## src/rtl/rlef_pkg.sv

```systemverilog
`default_nettype none

package rlef_pkg;

  localparam int unsigned QueueDepthDef = 16;
  localparam int unsigned NumCodesDef   = 16;

  localparam logic [15:0] MinIntervalRst = 16'd100;

  typedef enum logic [1:0] {
    KIND_TICK  = 2'd0,
    KIND_RAISE = 2'd1,
    KIND_POP   = 2'd2,
    KIND_NONE  = 2'd3
  } kind_e;

  typedef enum logic [1:0] {
    ST_IDLE = 2'b01,
    ST_EXEC = 2'b10
  } state_e;

endpackage

`default_nettype wire

```

## src/rtl/rate_limited_error_fifo_unit.sv

```systemverilog
`default_nettype none

// Error event queue with a per-code rate limit. Each input item is a
// millisecond tick, a raise of an error code, a pop of the oldest entry or a no-op,
// and each produces one result with the accept/drop flags and the queue head and
// count after the item. A raise passes when the wrapped 32-bit difference of
// the time counter and the code's last passing time is strictly above
// min_interval_ms; the timestamp is refreshed even when a full queue drops
// the raise. All codes start with a last time of zero. Each item has an accept
// cycle, which reads the timestamp and queue memories (synchronous read); the
// next cycle modifies, writes back and loads the output register. Timestamp
// entries carry valid bits, so no clearing pass runs after reset.
module rate_limited_error_fifo_unit #(
  parameter int unsigned QUEUE_DEPTH = rlef_pkg::QueueDepthDef,
  parameter int unsigned NUM_CODES   = rlef_pkg::NumCodesDef
) (
  input  wire logic        clk_i,
  input  wire logic        rst_ni,

  input  wire logic        cfg_we_i,
  input  wire logic [15:0] cfg_wdata_i,

  input  wire logic        in_valid_i,
  output logic             in_stall_o,
  input  wire logic [1:0]  kind_i,
  input  wire logic [3:0]  error_code_i,

  output logic             out_valid_o,
  input  wire logic        out_stall_i,
  output logic             accepted_o,
  output logic             dropped_full_o,
  output logic             head_valid_o,
  output logic [3:0]       head_code_o,
  output logic [4:0]       count_o
);

  localparam int unsigned QAW  = $clog2(QUEUE_DEPTH);
  localparam int unsigned CAW  = $clog2(NUM_CODES);
  localparam int unsigned CNTW = $clog2(QUEUE_DEPTH + 1);

  // control state
  rlef_pkg::state_e     state_q, state_d;
  logic [QAW-1:0]       rp_q, rp_d;
  logic [QAW-1:0]       wp_q, wp_d;
  logic [CNTW-1:0]      cnt_q, cnt_d;
  logic [31:0]          now_q, now_d;
  logic [15:0]          min_q;
  logic [NUM_CODES-1:0] ts_vld_q;
  logic                 out_valid_q;

  // item payload and memory read data
  rlef_pkg::kind_e      kind_q;
  logic [3:0]           code_q;
  logic [31:0]          ts_rdata_q;
  logic [3:0]           q_rdata_q;

  logic                 accepted_q, dropped_q, head_valid_q;
  logic [3:0]           head_code_q;
  logic [CNTW-1:0]      cnt_out_q;

  logic [3:0]           q_mem  [QUEUE_DEPTH];
  logic [31:0]          ts_mem [NUM_CODES];

  logic                 in_acc;
  logic                 exec;
  logic [QAW-1:0]       rp_inc, wp_inc, q_raddr;
  logic [CAW-1:0]       ts_raddr, ts_idx;
  logic                 code_ok;
  logic [31:0]          last_time, age;
  logic                 pass, full, acc, drop, do_pop, ts_we;
  logic [3:0]           head_code;

  assign in_stall_o = !((state_q == rlef_pkg::ST_IDLE) && (!out_valid_q || !out_stall_i));
  assign in_acc     = in_valid_i && !in_stall_o;
  assign exec       = (state_q == rlef_pkg::ST_EXEC);

  assign rp_inc = (rp_q == QAW'(QUEUE_DEPTH - 1)) ? '0 : rp_q + QAW'(1);
  assign wp_inc = (wp_q == QAW'(QUEUE_DEPTH - 1)) ? '0 : wp_q + QAW'(1);

  // a pop reports the entry behind the current head
  assign q_raddr  = (rlef_pkg::kind_e'(kind_i) == rlef_pkg::KIND_POP) ? rp_inc : rp_q;
  assign ts_raddr = CAW'(error_code_i);
  assign ts_idx   = CAW'(code_q);

  assign code_ok   = ({5'd0, code_q} < 9'(NUM_CODES));
  assign last_time = ts_vld_q[ts_idx] ? ts_rdata_q : 32'd0;
  assign age       = now_q - last_time;
  assign full      = (cnt_q == CNTW'(QUEUE_DEPTH));

  always_comb begin
    pass   = 1'b0;
    do_pop = 1'b0;
    now_d  = now_q;
    unique case (kind_q)
      rlef_pkg::KIND_TICK:  now_d  = now_q + 32'd1;
      rlef_pkg::KIND_RAISE: pass   = code_ok && (age > {16'd0, min_q});
      rlef_pkg::KIND_POP:   do_pop = (cnt_q != '0);
      rlef_pkg::KIND_NONE:  ;
      default:              ;
    endcase
  end

  assign acc   = pass && !full;
  assign drop  = pass && full;
  assign ts_we = exec && pass;

  always_comb begin
    rp_d  = rp_q;
    wp_d  = wp_q;
    cnt_d = cnt_q;
    if (acc) begin
      wp_d  = wp_inc;
      cnt_d = cnt_q + CNTW'(1);
    end
    if (do_pop) begin
      rp_d  = rp_inc;
      cnt_d = cnt_q - CNTW'(1);
    end
  end

  // forward the code just written when it lands in an empty queue
  always_comb begin
    if (cnt_d == '0) begin
      head_code = 4'd0;
    end else if ((cnt_q == '0) && acc) begin
      head_code = code_q;
    end else begin
      head_code = q_rdata_q;
    end
  end

  always_comb begin
    state_d = state_q;
    unique case (state_q)
      rlef_pkg::ST_IDLE: if (in_acc) state_d = rlef_pkg::ST_EXEC;
      rlef_pkg::ST_EXEC: state_d = rlef_pkg::ST_IDLE;
      default:           state_d = rlef_pkg::ST_IDLE;
    endcase
  end

  always_ff @(posedge clk_i or negedge rst_ni) begin
    if (!rst_ni) begin
      state_q     <= rlef_pkg::ST_IDLE;
      rp_q        <= '0;
      wp_q        <= '0;
      cnt_q       <= '0;
      now_q       <= '0;
      min_q       <= rlef_pkg::MinIntervalRst;
      ts_vld_q    <= '0;
      out_valid_q <= 1'b0;
    end else begin
      state_q <= state_d;
      if (cfg_we_i) min_q <= cfg_wdata_i;
      if (exec) begin
        rp_q  <= rp_d;
        wp_q  <= wp_d;
        cnt_q <= cnt_d;
        now_q <= now_d;
      end
      if (ts_we) ts_vld_q[ts_idx] <= 1'b1;
      if (exec) begin
        out_valid_q <= 1'b1;
      end else if (!out_stall_i) begin
        out_valid_q <= 1'b0;
      end
    end
  end

  always_ff @(posedge clk_i) begin
    if (in_acc) begin
      kind_q <= rlef_pkg::kind_e'(kind_i);
      code_q <= error_code_i;
    end
    if (exec) begin
      accepted_q   <= acc;
      dropped_q    <= drop;
      head_valid_q <= (cnt_d != '0);
      head_code_q  <= head_code;
      cnt_out_q    <= cnt_d;
    end
  end

  // memories: read in the accept cycle, write back in the execute cycle
  always_ff @(posedge clk_i) begin
    if (in_acc) begin
      ts_rdata_q <= ts_mem[ts_raddr];
      q_rdata_q  <= q_mem[q_raddr];
    end
    if (ts_we) ts_mem[ts_idx] <= now_q;
    if (exec && acc) q_mem[wp_q] <= code_q;
  end

  assign out_valid_o    = out_valid_q;
  assign accepted_o     = accepted_q;
  assign dropped_full_o = dropped_q;
  assign head_valid_o   = head_valid_q;
  assign head_code_o    = head_code_q;
  assign count_o        = 5'(cnt_out_q);

  a_exec_out_free: assert property (@(posedge clk_i) disable iff (!rst_ni)
    exec |-> !out_valid_q)
    else $error("result computed while output register busy");

  a_accept_exec: assert property (@(posedge clk_i) disable iff (!rst_ni)
    in_acc |=> exec)
    else $error("accepted item did not reach execute");

  a_cnt_range: assert property (@(posedge clk_i) disable iff (!rst_ni)
    cnt_q <= CNTW'(QUEUE_DEPTH))
    else $error("queue count above depth");

  a_head_matches_cnt: assert property (@(posedge clk_i) disable iff (!rst_ni)
    out_valid_q |-> (head_valid_q == (cnt_q != '0)))
    else $error("reported head valid disagrees with queue count");

  a_acc_drop_excl: assert property (@(posedge clk_i) disable iff (!rst_ni)
    exec && pass |-> (acc != drop))
    else $error("passing raise neither stored nor dropped");

endmodule

`default_nettype wire
```

## config.mk

```make
export PLATFORM = sky130hd
export DESIGN_NAME = rate_limited_error_fifo_unit
export DESIGN_NICKNAME = d
export VERILOG_FILES = /design/src/rtl/rlef_pkg.sv /design/src/rtl/rate_limited_error_fifo_unit.sv
export SDC_FILE = /design/constraint.sdc
export NUM_CORES = 1
export LEC_CHECK = 0
export ABC_AREA = 1
export BUFFER_PORTS_ARGS = -buffer_cell sky130_fd_sc_hd__buf_2
export CAP_MARGIN = 10
export CORE_ASPECT_RATIO = 1.1
export CORE_UTILIZATION = 45
export CTS_BUF_LIST = sky130_fd_sc_hd__clkbuf_16
export DETAILED_ROUTE_END_ITERATION = 16
export SLEW_MARGIN = 0
export SYNTH_ARGS = -nofsm -noshare
export SYNTH_HDL_FRONTEND = slang
export SYNTH_SLANG_ARGS = --single-unit
```

## constraint.sdc

```tcl
create_clock -name clk_i -period 6.1 [get_ports clk_i]
set_input_delay 0.61 -clock clk_i [delete_from_list [all_inputs] [get_ports clk_i]]
set_output_delay 0.61 -clock clk_i [all_outputs]
set_load 0.1 [all_outputs]
```

### Yosys cells after proc, flatten, opt, wreduce, memory -nomap -nowiden

Memory sizes are Yosys's and may differ from the RTL's. A register that Yosys moved wholly into a read port is not among the register bits.
Cells that the tools add are included.

| word-level totals | value |
|---|---|
| RAM bits | 576 |
| input port bits | 27 |
| memory bits (read-only) | 0 |
| bits in latches | 0 |
| register bits | 98 |
| output and inout bits | 14 |
| memories kept | 2 |

| cells by class | value |
|---|---|
| $mul | 0 |
| bitwise gates (word level) | 1 |
| mux-type cells | 21 |
| div/mod/pow operators | 0 |
| reduce and logical (&&, ||, !) cells | 21 |
| add/sub/neg operators | 6 |
| $lt $le $gt $ge | 3 |
| shifts and indexed selects | 0 |
| equality and inequality tests | 10 |

Memory list:

| name | words | bits a word | rd ports | clocked after Yosys merged registers in | wr ports | line | text |
|---|---|---|---|---|---|---|---|
| ts_mem | 16 | 32 | 1 | 1 | 1 | rate_limited_error_fifo_unit.sv:62 | `logic [31:0] ts_mem [NUM_CODES];` |
| q_mem | 16 | 4 | 1 | 1 | 1 | rate_limited_error_fifo_unit.sv:61 | `logic [3:0] q_mem [QUEUE_DEPTH];` |

Operator list:

| kind | count |
|---|---|
| $add 32x1->32 const B | 1 |
| $gt 32x16->1 | 1 |
| $mux 32 | 1 |
| $sub 32x32->32 | 1 |
| $mux 4 | 4 |
| $or 16x16->16 | 1 |
| $logic_not 5->1 | 2 |
| $mux 1 | 10 |
| $mux 5 | 2 |
| $reduce_bool 5->1 | 2 |
| $add 4x1->4 const B | 2 |
| $eq 4x4->1 const B | 2 |
| $logic_and 1x1->1 | 8 |
| $eq 2x2->1 const B | 3 |
| $reduce_and 2->1 | 3 |
| $add 5x1->5 const B | 1 |
| $eq 5x5->1 const B | 1 |
| $lt 4x5->1 const B | 1 |
| $sub 5x1->5 const B | 1 |
| $bmux 1 s4 | 1 |
| $demux 1 s4 | 1 |
| $eq 2x1->1 const B | 2 |
| $ge 4x1->1 const B | 1 |
| $logic_not 1->1 | 4 |
| other kinds (5) | 6 |

### Longest topological paths before layout

Gate-level depths: netlist of run 1.

| depth | value |
|---|---|
| word-level depth | 10 |
| gate-level depth with buffers | 42 |
| depth with buffers taken out | 39 |

### Least setup slack after synthesis of run 1

OpenSTA, ideal clock, no wires.

| timing | value |
|---|---|
| kind | flip-flop to flip-flop |
| from | register code_q[0] |
| to | memory ts_mem[0][0], enable pin |
| period minus slack after synthesis | 6.000 ns |
| arrival | 5.579 ns |
| setup time | 0.421 ns |
| path buffers | 3 |
| slack | 0.100 ns |
| data required time | 5.679 ns |
| cell stages (with the launch flop) | 37 |
| cells stage by stage | edfxtp_1 -> buf_6 -> buf_6 -> o21ai_0 -> nand2_1 -> nand2_1 -> nand2_1 -> nand2_1 -> inv_2 -> nand2_4 -> clkbuf_1 -> nand2_1 -> ha_1 -> nand2_1 -> nand3_2 -> nand2_1 -> nand2_1 -> nand2_1 -> nand2_1 -> xor2_1 -> ha_1 -> nand2_1 -> nor2_1 -> nand2_1 -> nor2_1 -> nand2_1 -> nand3_1 -> nand2_1 -> nand3_1 -> nor2_1 -> nand3_1 -> nor2_2 -> nand2_2 -> nand2_2 -> nor2_4 -> nand3_2 -> nor2_1 |

| between the ends | value |
|---|---|
| word-level cells in the longest chain between the ends | 9 |

Ends and longest elaborated chain:

| what | line | text |
|---|---|---|
| from (decl) | rate_limited_error_fifo_unit.sv:53 | `logic [3:0] code_q;` |
| from (signal assigned) | rate_limited_error_fifo_unit.sv:172 | `code_q <= error_code_i;` |
| $bmux 1 s4 | rate_limited_error_fifo_unit.sv:86 | `assign last_time = ts_vld_q[ts_idx] ? ts_rdata_q : 32'd0;` |
| $mux 1 (not written as such) | rate_limited_error_fifo_unit.sv:86 |  |
| $mux 32 | rate_limited_error_fifo_unit.sv:86 |  |
| $sub 32x32->32 | rate_limited_error_fifo_unit.sv:87 | `assign age = now_q - last_time;` |
| $gt 32x16->1 | rate_limited_error_fifo_unit.sv:96 | `rlef_pkg::KIND_RAISE: pass = code_ok && (age > {16'd0, min_q});` |
| $mux 1 | rate_limited_error_fifo_unit.sv:94 | `unique case (kind_q)` |
| $logic_and 1x1->1 | rate_limited_error_fifo_unit.sv:105 | `assign ts_we = exec && pass;` |
| $mux 1 | rate_limited_error_fifo_unit.sv:189 | `if (ts_we) ts_mem[ts_idx] <= now_q;` |
| $mux 1 (not written as such) | rate_limited_error_fifo_unit.sv:189 |  |
| to (decl) | rate_limited_error_fifo_unit.sv:62 |  |

Parallel ways exist; a longest one is shown, timed or not. The select of a mux whose other input is x is not followed.

### Final worst setup path of run 1

| timing | value |
|---|---|
| from | register code_q[0] |
| to | memory ts_mem[6][12], enable pin |

The elaborated chain is that of the path after synthesis.

==> metrics.yaml, run 1 <==
setup_path:
  critPathArrivalTime_ps: 5870
  worst_setup_path_start_kind: "flip-flop"
  worstPathMaxFanout: 22
  cpMostUsedCell: "nand2_1"
  cp-end-kind: "flip-flop"
  slowest_delay_ps: 400
  required_ps: 6370
  worstSetupPathType: "flip-flop to flip-flop"
  slowest_stage: "edfxtp_1"
placed_design:
  place_congestion: 0.9676
  place_ws_ps: 555.7
  dp_hpwl_mm: 53.47
  placedCellCount: 3600
  place_area_um2: 33190
  io_buffers: 40
detailed_routing:
  wl_mm: 82.38
  drt-initial-drc-count: 1904
  dr.pass1.iters: 6
  vias: 20640
  postRouteAntennaNets: 0
  drc: 0
  via_per_inst: 5.527
  post_drt_wl_per_cell_um: 22.06
timing:
  max_freq_ghz: 0.1786
  slew_viol_final: 0
  finalCritPeriodShare_pct: 91.79
  worstMarginPinSlew_ps: 1089
  hold_viol_final: 0
  slew_headroom_pct: 27.39
  min_period_ps: 5599
  setup_violations: 0
  finalWorstSetupSlack_ps: 500.6
  whs_ps: 12.91
  rsz0062_at_grt: "no"
  worst_clock_skew_ps: 23.90
  tns_ps: 0
die:
  io_pins: 41
  initial_core_util_pct: 45.55
  die_width_um: 254.2
  fp-row-count: 101
  core_area_um2: 69130
  die_y_um: 279.4
  die_area_um2: 71030
global_routing:
  grt_pass1_wl_mm: 123.2
  first_global_vias: 19970
  overflow: 0
  antenna_found_initial: 1
  grt_max_degree: 140
  track_usage_pct: 23.33
logic_synthesis:
  synth.distinct_cells: 50
  synth-seq-area-share_pct: 66.46
  syn_area_um2: 31490
  syn_inst: 2672
  synth.avg_cell_area_um2: 11.78
  syn_nets: 2757
  yosys_warnings: 0
  ys_seq_elements: 710
finish:
  nFillCells: 5976
  antenna_cells: 0
  fin_cells: 3735
  layout-drive-gt1-share_pct: 9.865
  area_growth_pct: 12.60
  utilization_pct: 51.29
  nets: 2834
  fin_area_um2: 35450
clock_tree:
  clkLatencyLatePin_ps: 620
  htreeDepth: 3
  cts_max_path_buffers: 3
  cts_root_buf: "clkbuf_16"
  cts_resized: 0
  cts_setup_buffers: 0
  tritoncts: "done"
  cts_buffers: 74
  cts_hold_buf: 0
  clock_sinks: 710
  cts.reportedPaths.clkPinSlew_ps: 60
run_status:
  status: "finished clean"
pwr:
  peakVddDrop_uv: 182.7
  leakage_nw: 14.36
  power_mw: 11.70
  p_per_area_nw_per_um2: 330.0
hold_path:
  hold_path.class: "input pin to asynchronous set/reset pin"
run:
  drv_cap: 0
path summary, 6_finish.rpt:
path / start / to / slack (ps) / depth (start not counted)
min in group clk_i: cfg_wdata_i[9] / min_q[9] / 200 / 3
setup / recovery: code_q[0] / ts_mem[6][12] / 500 / 35
hold reg to reg: ts_vld_q[2] / ts_vld_q[2] / 460 / 2
hold / removal: rst_ni / rp_q[0] / 10 / 1
max in group asynchronous: rst_ni / now_q[28] / 4960 / 2
setup reg to reg: code_q[0] / ts_mem[6][12] / 500 / 35
routing by layer:
layer / up-vias / track usage (%) / part of all wire [%]
met5: - / 0 / 0.016
met3: 128 / 3.633 / 6.7
met1: 10280 / 33.51 / 45
met4: 2 / 6.688 / 2.4
li1: 9566 / - / -
met2: 666 / 36.67 / 46
cell families (layout without fill, tap and decap cells):
family / count (synthesis) / count (layout) / synth area share [%]
xor gates and xnor gates: 44 / 44 / 1.224
adders and majority gates: 58 / 58 / 2.329
and+or+nand+nor: 753 / 753 / 10.63
AOI/OAI and AO/OA: 544 / 544 / 10.00
DFF: 710 / 710 / 66.46
muxes: 129 / 129 / 4.105
buffers and inverters: 434 / 570 / 5.257
sequential cells by signal, indices dropped and copies added, names as in the netlist, 2 cells and up:
name,flops
cnt_q,5
code_q,4
count_o,5
head_code_o,4
kind_q,2
min_q,16
now_q,32
q_mem,64
q_rdata_q,4
rp_q,4
state_q,2
ts_mem,512
ts_rdata_q,32
ts_vld_q,16
wp_q,4
cells in the mapped netlist (all sizes together):
cell type / instances / area [um2]
nor4b: 1 / 8.760
o21a: 2 / 15.01
nand2: 409 / 1563
o311ai: 8 / 70.07
xnor2: 10 / 87.58
and3: 1 / 7.510
dfrtp: 76 / 1902
a21oi: 170 / 858.3
or2: 11 / 68.82
buf: 27 / 127.6
fa: 1 / 20.02
clkbuf: 83 / 311.6
xor2: 34 / 297.8
nor4: 5 / 91.34
o22ai: 1 / 6.260
o32ai: 4 / 35.03
o21bai: 7 / 52.55
inv: 324 / 1216
o211ai: 128 / 960.9
nor3: 14 / 75.07
dfstp: 4 / 105.1
mux2i: 128 / 1281
o21ai: 214 / 1071
o31ai: 5 / 37.54
nand3: 116 / 640.6
nand3b: 4 / 30.03
and2: 2 / 13.77
mux2: 1 / 11.26
edfxtp: 630 / 18920
ha: 57 / 713.2
nand4: 20 / 146.4
a21boi: 1 / 7.510
nor2: 170 / 700.7
o221ai: 4 / 35.03
layout make-up:
cell class | count | area [um2] | share of cell area, %
flip-flops and latches | 710 | 20930 | 59.02
multi-input cells | 1528 | 9021 | 25.44
clock buffers | 76 | 1902 | 5.364
inverters | 324 | 1219 | 3.437
well taps | 927 | 1160 | 3.271
repair buffers | 111 | 863.3 | 2.435
clock inverters | 59 | 364.1 | 1.027
cells in the final DEF, fill, tap and decap left out, types with 3 or more instances in the layout:
cell type	n
clkinv_2	14
nand3_1	107
o221ai_1	4
dfrtp_1	76
nor4_4	4
o32ai_1	4
nand2_2	8
xnor2_1	10
inv_6	3
nand3b_1	4
dfstp_2	4
buf_4	65
ha_1	57
edfxtp_1	630
clkinv_1	15
clkbuf_16	76
o21ai_0	210
o21bai_1	7
o21ai_1	4
o311ai_0	8
nand4_1	18
a21oi_1	168
buf_2	36
nor2_4	22
nor3_1	13
o211ai_1	128
or2_1	11
o31ai_1	5
nor2_1	143
nand3_2	7
mux2i_1	128
buf_12	9
inv_1	339
xor2_1	34
nand2_1	400
nor2_2	5
inv_2	4
report_power, final:
group / total [mW] / switching [mW] / internal, mW
clock network: 4.25 / 1.89 / 2.36
logic: 1.99 / 1.39 / 0.596
registers: 5.47 / 0.0544 / 5.41
total: 11.7 / 3.33 / 8.37
critical path: cells and delay by family, from the launching register on:
kind	cells	cell delay (ps)
buffers and inverters	3	620
XOR/XNOR	1	180
flip-flops	1	400
AND/OR/NAND/NOR	28	3140
AO/OA/AOI/OAI	1	200
adder cells (fa/ha/maj)	2	690
(Power assumes the default switching activity.)
==> run 2, diff against run 1 <==
--- a/config.mk
+++ b/config.mk
@@ -12,6 +12,7 @@
 export CORE_UTILIZATION = 45
 export CTS_BUF_LIST = sky130_fd_sc_hd__clkbuf_16
 export DETAILED_ROUTE_END_ITERATION = 16
+export PLACE_DENSITY = 0.64
 export SLEW_MARGIN = 0
 export SYNTH_ARGS = -nofsm -noshare
 export SYNTH_HDL_FRONTEND = slang
==> run 2 against run 1 <==
Against the previous run:
- power down 0.57%
- final area increased by 0.28%
- sequential cell count is the same
- cell count up 0.19%
- largest cell class unchanged
- largest power group unchanged
==> metrics.yaml, run 2 (synthesis gave the netlist of run 1 again) <==
setup_path:
  cp-end-kind: "flip-flop"
  worst_setup_path_start_kind: "flip-flop"
  worstSetupPathType: "flip-flop to flip-flop"
  reg2reg_from: "code_q[0]"
  r2r_cells: 35  # unchanged
  slowest_stage: "ha_1"
  critPathArrivalTime_ps: 5880  # about the same
  rr_endpoint: "ts_mem[8][13]"
  cp-startpoint: "code_q[0]"
  cpMostUsedCell: "nand2_1"
  slowest_delay_ps: 390  # about the same
  crit_end: "ts_mem[8][13]"
  rrSetupSlack_ps: 500  # about the same
  worstPathMaxFanout: 19  # -14%
  required_ps: 6380  # about the same
die:
  die_area_um2: 71030  # unchanged
  io_pins: 41  # unchanged
  core_area_um2: 69130  # unchanged
  initial_core_util_pct: 45.55  # unchanged
  fp-row-count: 101  # unchanged
  die_width_um: 254.2  # unchanged
  die_y_um: 279.4  # unchanged
finish:
  nets: 2838  # +0.14%
  fin_cells: 3742  # +0.19%
  layout-drive-gt1-share_pct: 9.844  # -0.021 points
  nFillCells: 5961  # -0.25%
  layout_commonest_cell: "edfxtp_1"
  largest_reg_flops: 512  # unchanged
  top_register: "ts_mem"
  final_cell_mix: "630 x edfxtp_1, 400 x nand2_1, 344 x inv_1"
  top_regs: "ts_mem x512, q_mem x64"
  area_growth_pct: 12.92
global_routing:
  track_usage_pct: 22.41  # -0.92 points
  first_global_vias: 20100  # +0.64%
  grt_max_degree: 148  # +5.7%
  overflow: 0  # unchanged
  antenna_found_initial: 1  # unchanged
  grt_pass1_wl_mm: 120.0  # -2.5%
run_status:
  status: "finished clean"
detailed_routing:
  vias: 20370  # -1.3%
  drt-initial-drc-count: 1909  # +0.26%
  post_drt_wl_per_cell_um: 20.99  # -4.9%
  via_per_inst: 5.443  # -1.5%
  wl_mm: 78.53  # -4.7%
  postRouteAntennaNets: 0  # unchanged
  drc: 0  # unchanged
  dr.pass1.iters: 6  # unchanged
placed_design:
  place_ws_ps: 292.8  # -262.8 ps
  dp_hpwl_mm: 49.33  # -7.8%
  placedCellCount: 3596  # -0.11%
  io_buffers: 40  # unchanged
  place_congestion: 0.8929  # -7.7%
timing:
  hold_viol_final: 0  # unchanged
  finalWorstSetupSlack_ps: 499.5  # -1.008 ps
  slew_viol_final: 0  # unchanged
  worstMarginPinSlew_ps: 1057  # -32.62 ps
  max_freq_ghz: 0.1786  # about the same
  min_period_ps: 5600  # +1.008 ps
  setup_violations: 0  # unchanged
  rsz0062_at_grt: "no"
  slew_headroom_pct: 29.56  # +2.2 points
  worst_clock_skew_ps: 23.67  # -0.2381 ps
  tns_ps: 0  # unchanged
  finalCritPeriodShare_pct: 91.81  # about the same
  whs_ps: 196.3  # +183.3 ps
pwr:
  leakage_nw: 14.41  # +0.30%
  power_mw: 11.63  # -0.57%
  p_per_area_nw_per_um2: 327.2  # -0.85%
  peakVddDrop_uv: 171.8  # -6.0%
run:
  drv_cap: 0  # unchanged
hold_path:
  hold_path.class: "input pin to flip-flop"
  hold_depth: 1
clock_tree:
  cts_buffers: 73  # -1.4%
  tritoncts: "done"
  clock_sinks: 710  # unchanged
  cts.reportedPaths.clkPinSlew_ps: 60  # about the same
  htreeDepth: 3  # unchanged
  cts_root_buf: "clkbuf_16"
  cts_max_path_buffers: 3  # unchanged
  clkLatencyLatePin_ps: 620  # about the same
run 2: changes by cell type in the layout (fill, tap and decap cells not counted), sizes merged:
| cell | previous run | this run |
|---|---|---|
| buf | 111 | 114 |
| bufinv | 2 | 3 |
| clkinv | 30 | 24 |
| clkinvlp | 2 | 3 |
| diode | 0 | 1 |
| dlygate4sd3 | 0 | 1 |
| inv | 349 | 355 |
run 2: worst min path at each step:
| stage | startpoint | to | slack (ps) |
|---|---|---|---|
| 6_report | kind_i[0] | kind_q[0] | 200 |
| 4_1_cts | kind_i[1] | kind_q[1] | 160 |
| 2_1_floorplan | rst_ni | cnt_q[0] | 310 |
| 3_5_place_dp | ts_vld_q[2] | ts_vld_q[2] | 450 |
| 5_1_grt | kind_i[1] | kind_q[1] | 190 |
| 3_3_place_gp | ts_vld_q[0] | ts_vld_q[0] | 440 |
run 2: layout make-up:
type / count / area [um2] / share of cell area (%)
clock buffer: 75 / 1877 / 5.279
tap: 927 / 1160 / 3.262
multi-input combinational: 1528 / 9021 / 25.37
sequential: 710 / 20930 / 58.85
antenna: 1 / 2.502 / 0.007038
clock inverter: 61 / 392.9 / 1.105
timing repair buffer: 116 / 957.2 / 2.692
inverter: 324 / 1219 / 3.428
run 2: timing repair:
item | in CTS | in global routing
hold buffers | 1 | 0
endpoints found under the hold margin | 8 | 0
resized for setup | 0 | 2
endpoints found under the setup margin | 0 | 384
buffers inserted | 0 | 8
run 2: routing by layer:
metal  GRT usage, %  wire (um)  up-vias
li1               -          -     9598
met5              0          0        -
met3          2.537       4672      109
met1          31.51      34750     9995
met2          36.37      37210      667
met4          7.167       1895        0
run 2: critical path, delay by kind of cell, from the launching register on:
kind	cells	cell delay (ps)
flip-flops	1	380
AND/OR/NAND/NOR	27	3250
buffers and inverters	5	850
XOR/XNOR	1	90
adder cells (fa/ha/maj)	2	680
run 2: metrics by stage:
stage	area (um2)	utilization (%)
2_1_floorplan	31490	-
3_3_place_gp	33210	48.04
3_5_place_dp	33210	48.04
4_1_cts	35490	51.34
5_1_grt	35550	51.43
6_report	35550	51.43
run 2: where the power goes:
part,internal [mW],switching [mW]
registers,5.41,0.0550
clock network,2.37,1.85
logic,0.594,1.35
==> run 3, diff against run 2 <==
--- a/config.mk
+++ b/config.mk
@@ -9,10 +9,10 @@
 export BUFFER_PORTS_ARGS = -buffer_cell sky130_fd_sc_hd__buf_2
 export CAP_MARGIN = 10
 export CORE_ASPECT_RATIO = 1.1
-export CORE_UTILIZATION = 45
+export CORE_UTILIZATION = 55
 export CTS_BUF_LIST = sky130_fd_sc_hd__clkbuf_16
 export DETAILED_ROUTE_END_ITERATION = 16
-export PLACE_DENSITY = 0.64
+export PLACE_DENSITY = 0.76
 export SLEW_MARGIN = 0
 export SYNTH_ARGS = -nofsm -noshare
 export SYNTH_HDL_FRONTEND = slang
==> run 3 against run 2 <==
Against the previous run:
- register-to-register slack got worse by 80 ps
- critical path depth fell by 2
- first-iteration DRC count is 23% higher
- die area is 18% lower
- combinational power is essentially flat
- global-route usage rose by 4.8 points
==> metrics.yaml, run 3 (synthesis gave the netlist of run 1 again) <==
run_status:
  status: "finished clean"
timing:
  tns_ps: 0  # unchanged
  finalWorstSetupSlack_ps: 419.4  # -80.18 ps
  min_period_ps: 5681  # +80.18 ps
  slew_viol_final: 0  # unchanged
  max_freq_ghz: 0.1760  # -1.4%
  finalCritPeriodShare_pct: 93.13  # +1.3 points
  setup_violations: 0  # unchanged
  slew_headroom_pct: 25.42  # -4.1 points
  worst_clock_skew_ps: 27.24  # +3.569 ps
  worstMarginPinSlew_ps: 1119  # +62.13 ps
  hold_viol_final: 0  # unchanged
detailed_routing:
  vias: 21010  # +3.2%
  postRouteAntennaNets: 0  # unchanged
  post_drt_wl_per_cell_um: 22.27  # +6.1%
  drc: 0  # unchanged
  dr.pass1.iters: 6  # unchanged
  drt-initial-drc-count: 2353  # +23%
  via_per_inst: 5.912  # +8.6%
  wl_mm: 79.14  # +0.78%
global_routing:
  grt_max_degree: 138  # -6.8%
  antenna_found_initial: 1  # unchanged
  overflow: 0  # unchanged
  grt_pass1_wl_mm: 119.4  # -0.51%
  grt-busiest-layer: "met2"
  grt_util_met3_pct: 4.245  # +1.7 points
  track_usage_pct: 27.16  # +4.8 points
  grt_use_met2_pct: 43.36  # +7.0 points
  grt_use_met1_pct: 37.93  # +6.4 points
  first_global_vias: 20150  # +0.28%
setup_path:
  slowest_delay_ps: 520  # +130 ps
  path_depth: 33  # -5.7%
  critPathBufInv: 4  # -1
  slowest_stage: "edfxtp_1"
  reg2reg_from: "code_q[0]"
  cp-end-kind: "flip-flop"
  worstSetupPathType: "flip-flop to flip-flop"
  critPathArrivalTime_ps: 5940  # +60 ps
  cpMostUsedCell: "nand2_1"
  required_ps: 6360  # -20 ps
  worstPathMaxFanout: 19  # unchanged
  worst_setup_path_start_kind: "flip-flop"
  cp_top_family: "simple AND/OR/NAND/NOR gates"
  rr_endpoint: "ts_mem[12][10]"
  r2r_cells: 33  # -5.7%
  rrSetupSlack_ps: 420  # -80 ps
finish:
  fin_cells: 3554  # -5.0%
  nFillCells: 4161  # -30%
  area_growth_pct: 12.14
  utilization_pct: 62.65  # +11 points
  final_cell_mix: "630 x edfxtp_1, 400 x nand2_1, 332 x inv_1"
  top_regs: "ts_mem x512, q_mem x64"
  layout_commonest_cell: "edfxtp_1"
  top_register: "ts_mem"
  largest_reg_flops: 512  # unchanged
  antenna_cells: 0  # -1
  layout-drive-gt1-share_pct: 10.18  # +0.33 points
  nets: 2840  # +0.070%
clock_tree:
  tritoncts: "done"
  cts_max_path_buffers: 3  # unchanged
  cts_root_buf: "clkbuf_16"
  cts_resized: 0  # unchanged
  cts_hold_buf: 0  # -1
  clock_sinks: 710  # unchanged
  htreeDepth: 3  # unchanged
  cts.reportedPaths.clkPinSlew_ps: 70  # about the same
  cts_setup_buffers: 0  # unchanged
  clkLatencyLatePin_ps: 610  # about the same
  cts_buffers: 69  # -5.5%
pwr:
  internal_power_mw: 8.458  # +0.94%
  power_frac_comb_pct: 16.8  # about the same
  peakVddDrop_uv: 216.3  # +26%
  seqPwrFrac_pct: 46.8  # -0.2 points
  swShare_pct: 27.56  # -0.41 points
  leakage_nw: 14.39  # -0.12%
  power_mw: 11.68  # +0.36%
  clockPowerShare_pct: 36.4  # about the same
  p_sw_mw: 3.218  # -1.1%
  p_per_area_nw_per_um2: 330.7  # +1.1%
die:
  die_width_um: 230.1  # -9.5%
  die_area_um2: 58210  # -18%
  die_y_um: 252.9  # -9.5%
  core_area_um2: 56360  # -18%
  fp-row-count: 91  # -9.9%
  io_pins: 41  # unchanged
  initial_core_util_pct: 55.87  # +10 points
placed_design:
  place_ws_ps: 362.3  # +69.44 ps
  placedCellCount: 3414  # -5.1%
  dp_hpwl_mm: 51.67  # +4.8%
  place_congestion: 0.9832  # +10%
  io_buffers: 40  # unchanged
run:
  drv_cap: 0  # unchanged
hold_path:
  hold_path.class: "input pin to asynchronous set/reset pin"
## run 3: per-layer routing
layer	wire (um)	up-vias
met5	12	-
met4	2365	2
met3	7328	138
met2	37260	1070
met1	32170	10210
li1	-	9591
## run 3: final cells by class
cell class              count  area [um2]  area share (%)
flip-flops and latches    710       20930           59.26
well taps                 744       930.9           2.636
clock inverters            54       460.4           1.304
inverters                 324        1219           3.451
multi-input cells        1528        9021           25.55
clock buffers              72        1802           5.103
repair buffers            122       950.9           2.693
## run 3: through the flow
stage / cell area (um2) / hold WS, ps
finish: 35310 / 46.41
CTS: 35180 / 54.45
floorplan: 31490 / 314.4
global placement: 32920 / 444.0
global route: 35310 / 87.40
detailed placement: 32920 / 446.2
## run 3: power groups by stage
stage | clock network (mW) | registers [mW] | logic (mW)
after detailed placement | 0 | 5.57 | 1.94
after floorplan | 0 | 5.63 | 1.29
after global placement | 0 | 5.57 | 1.91
final | 4.25 | 5.47 | 1.96
after global routing | 4.45 | 5.48 | 2.19
after CTS | 4.29 | 5.47 | 1.94
## run 3: worst max-delay path by stage
stage / start / to / slack, ps
after floorplan: code_q[0] / ts_mem[0][0] / 100
after global placement: code_q[3] / ts_mem[2][16] / 460
after detailed placement: code_q[3] / ts_mem[2][16] / 360
after CTS: code_q[3] / ts_mem[2][13] / 320
after global routing: code_q[0] / ts_mem[5][1] / -20
final: code_q[0] / ts_mem[12][10] / 420
## run 3: worst reg2reg max path, delay by kind of cell, from the launching register on
kind,cells,cell delay [ps]
AO/OA/AOI/OAI,2,470
XOR/XNOR,1,220
adder cells (fa/ha/maj),2,650
buffers and inverters,4,680
flip-flops,1,520
AND/OR/NAND/NOR,24,2780
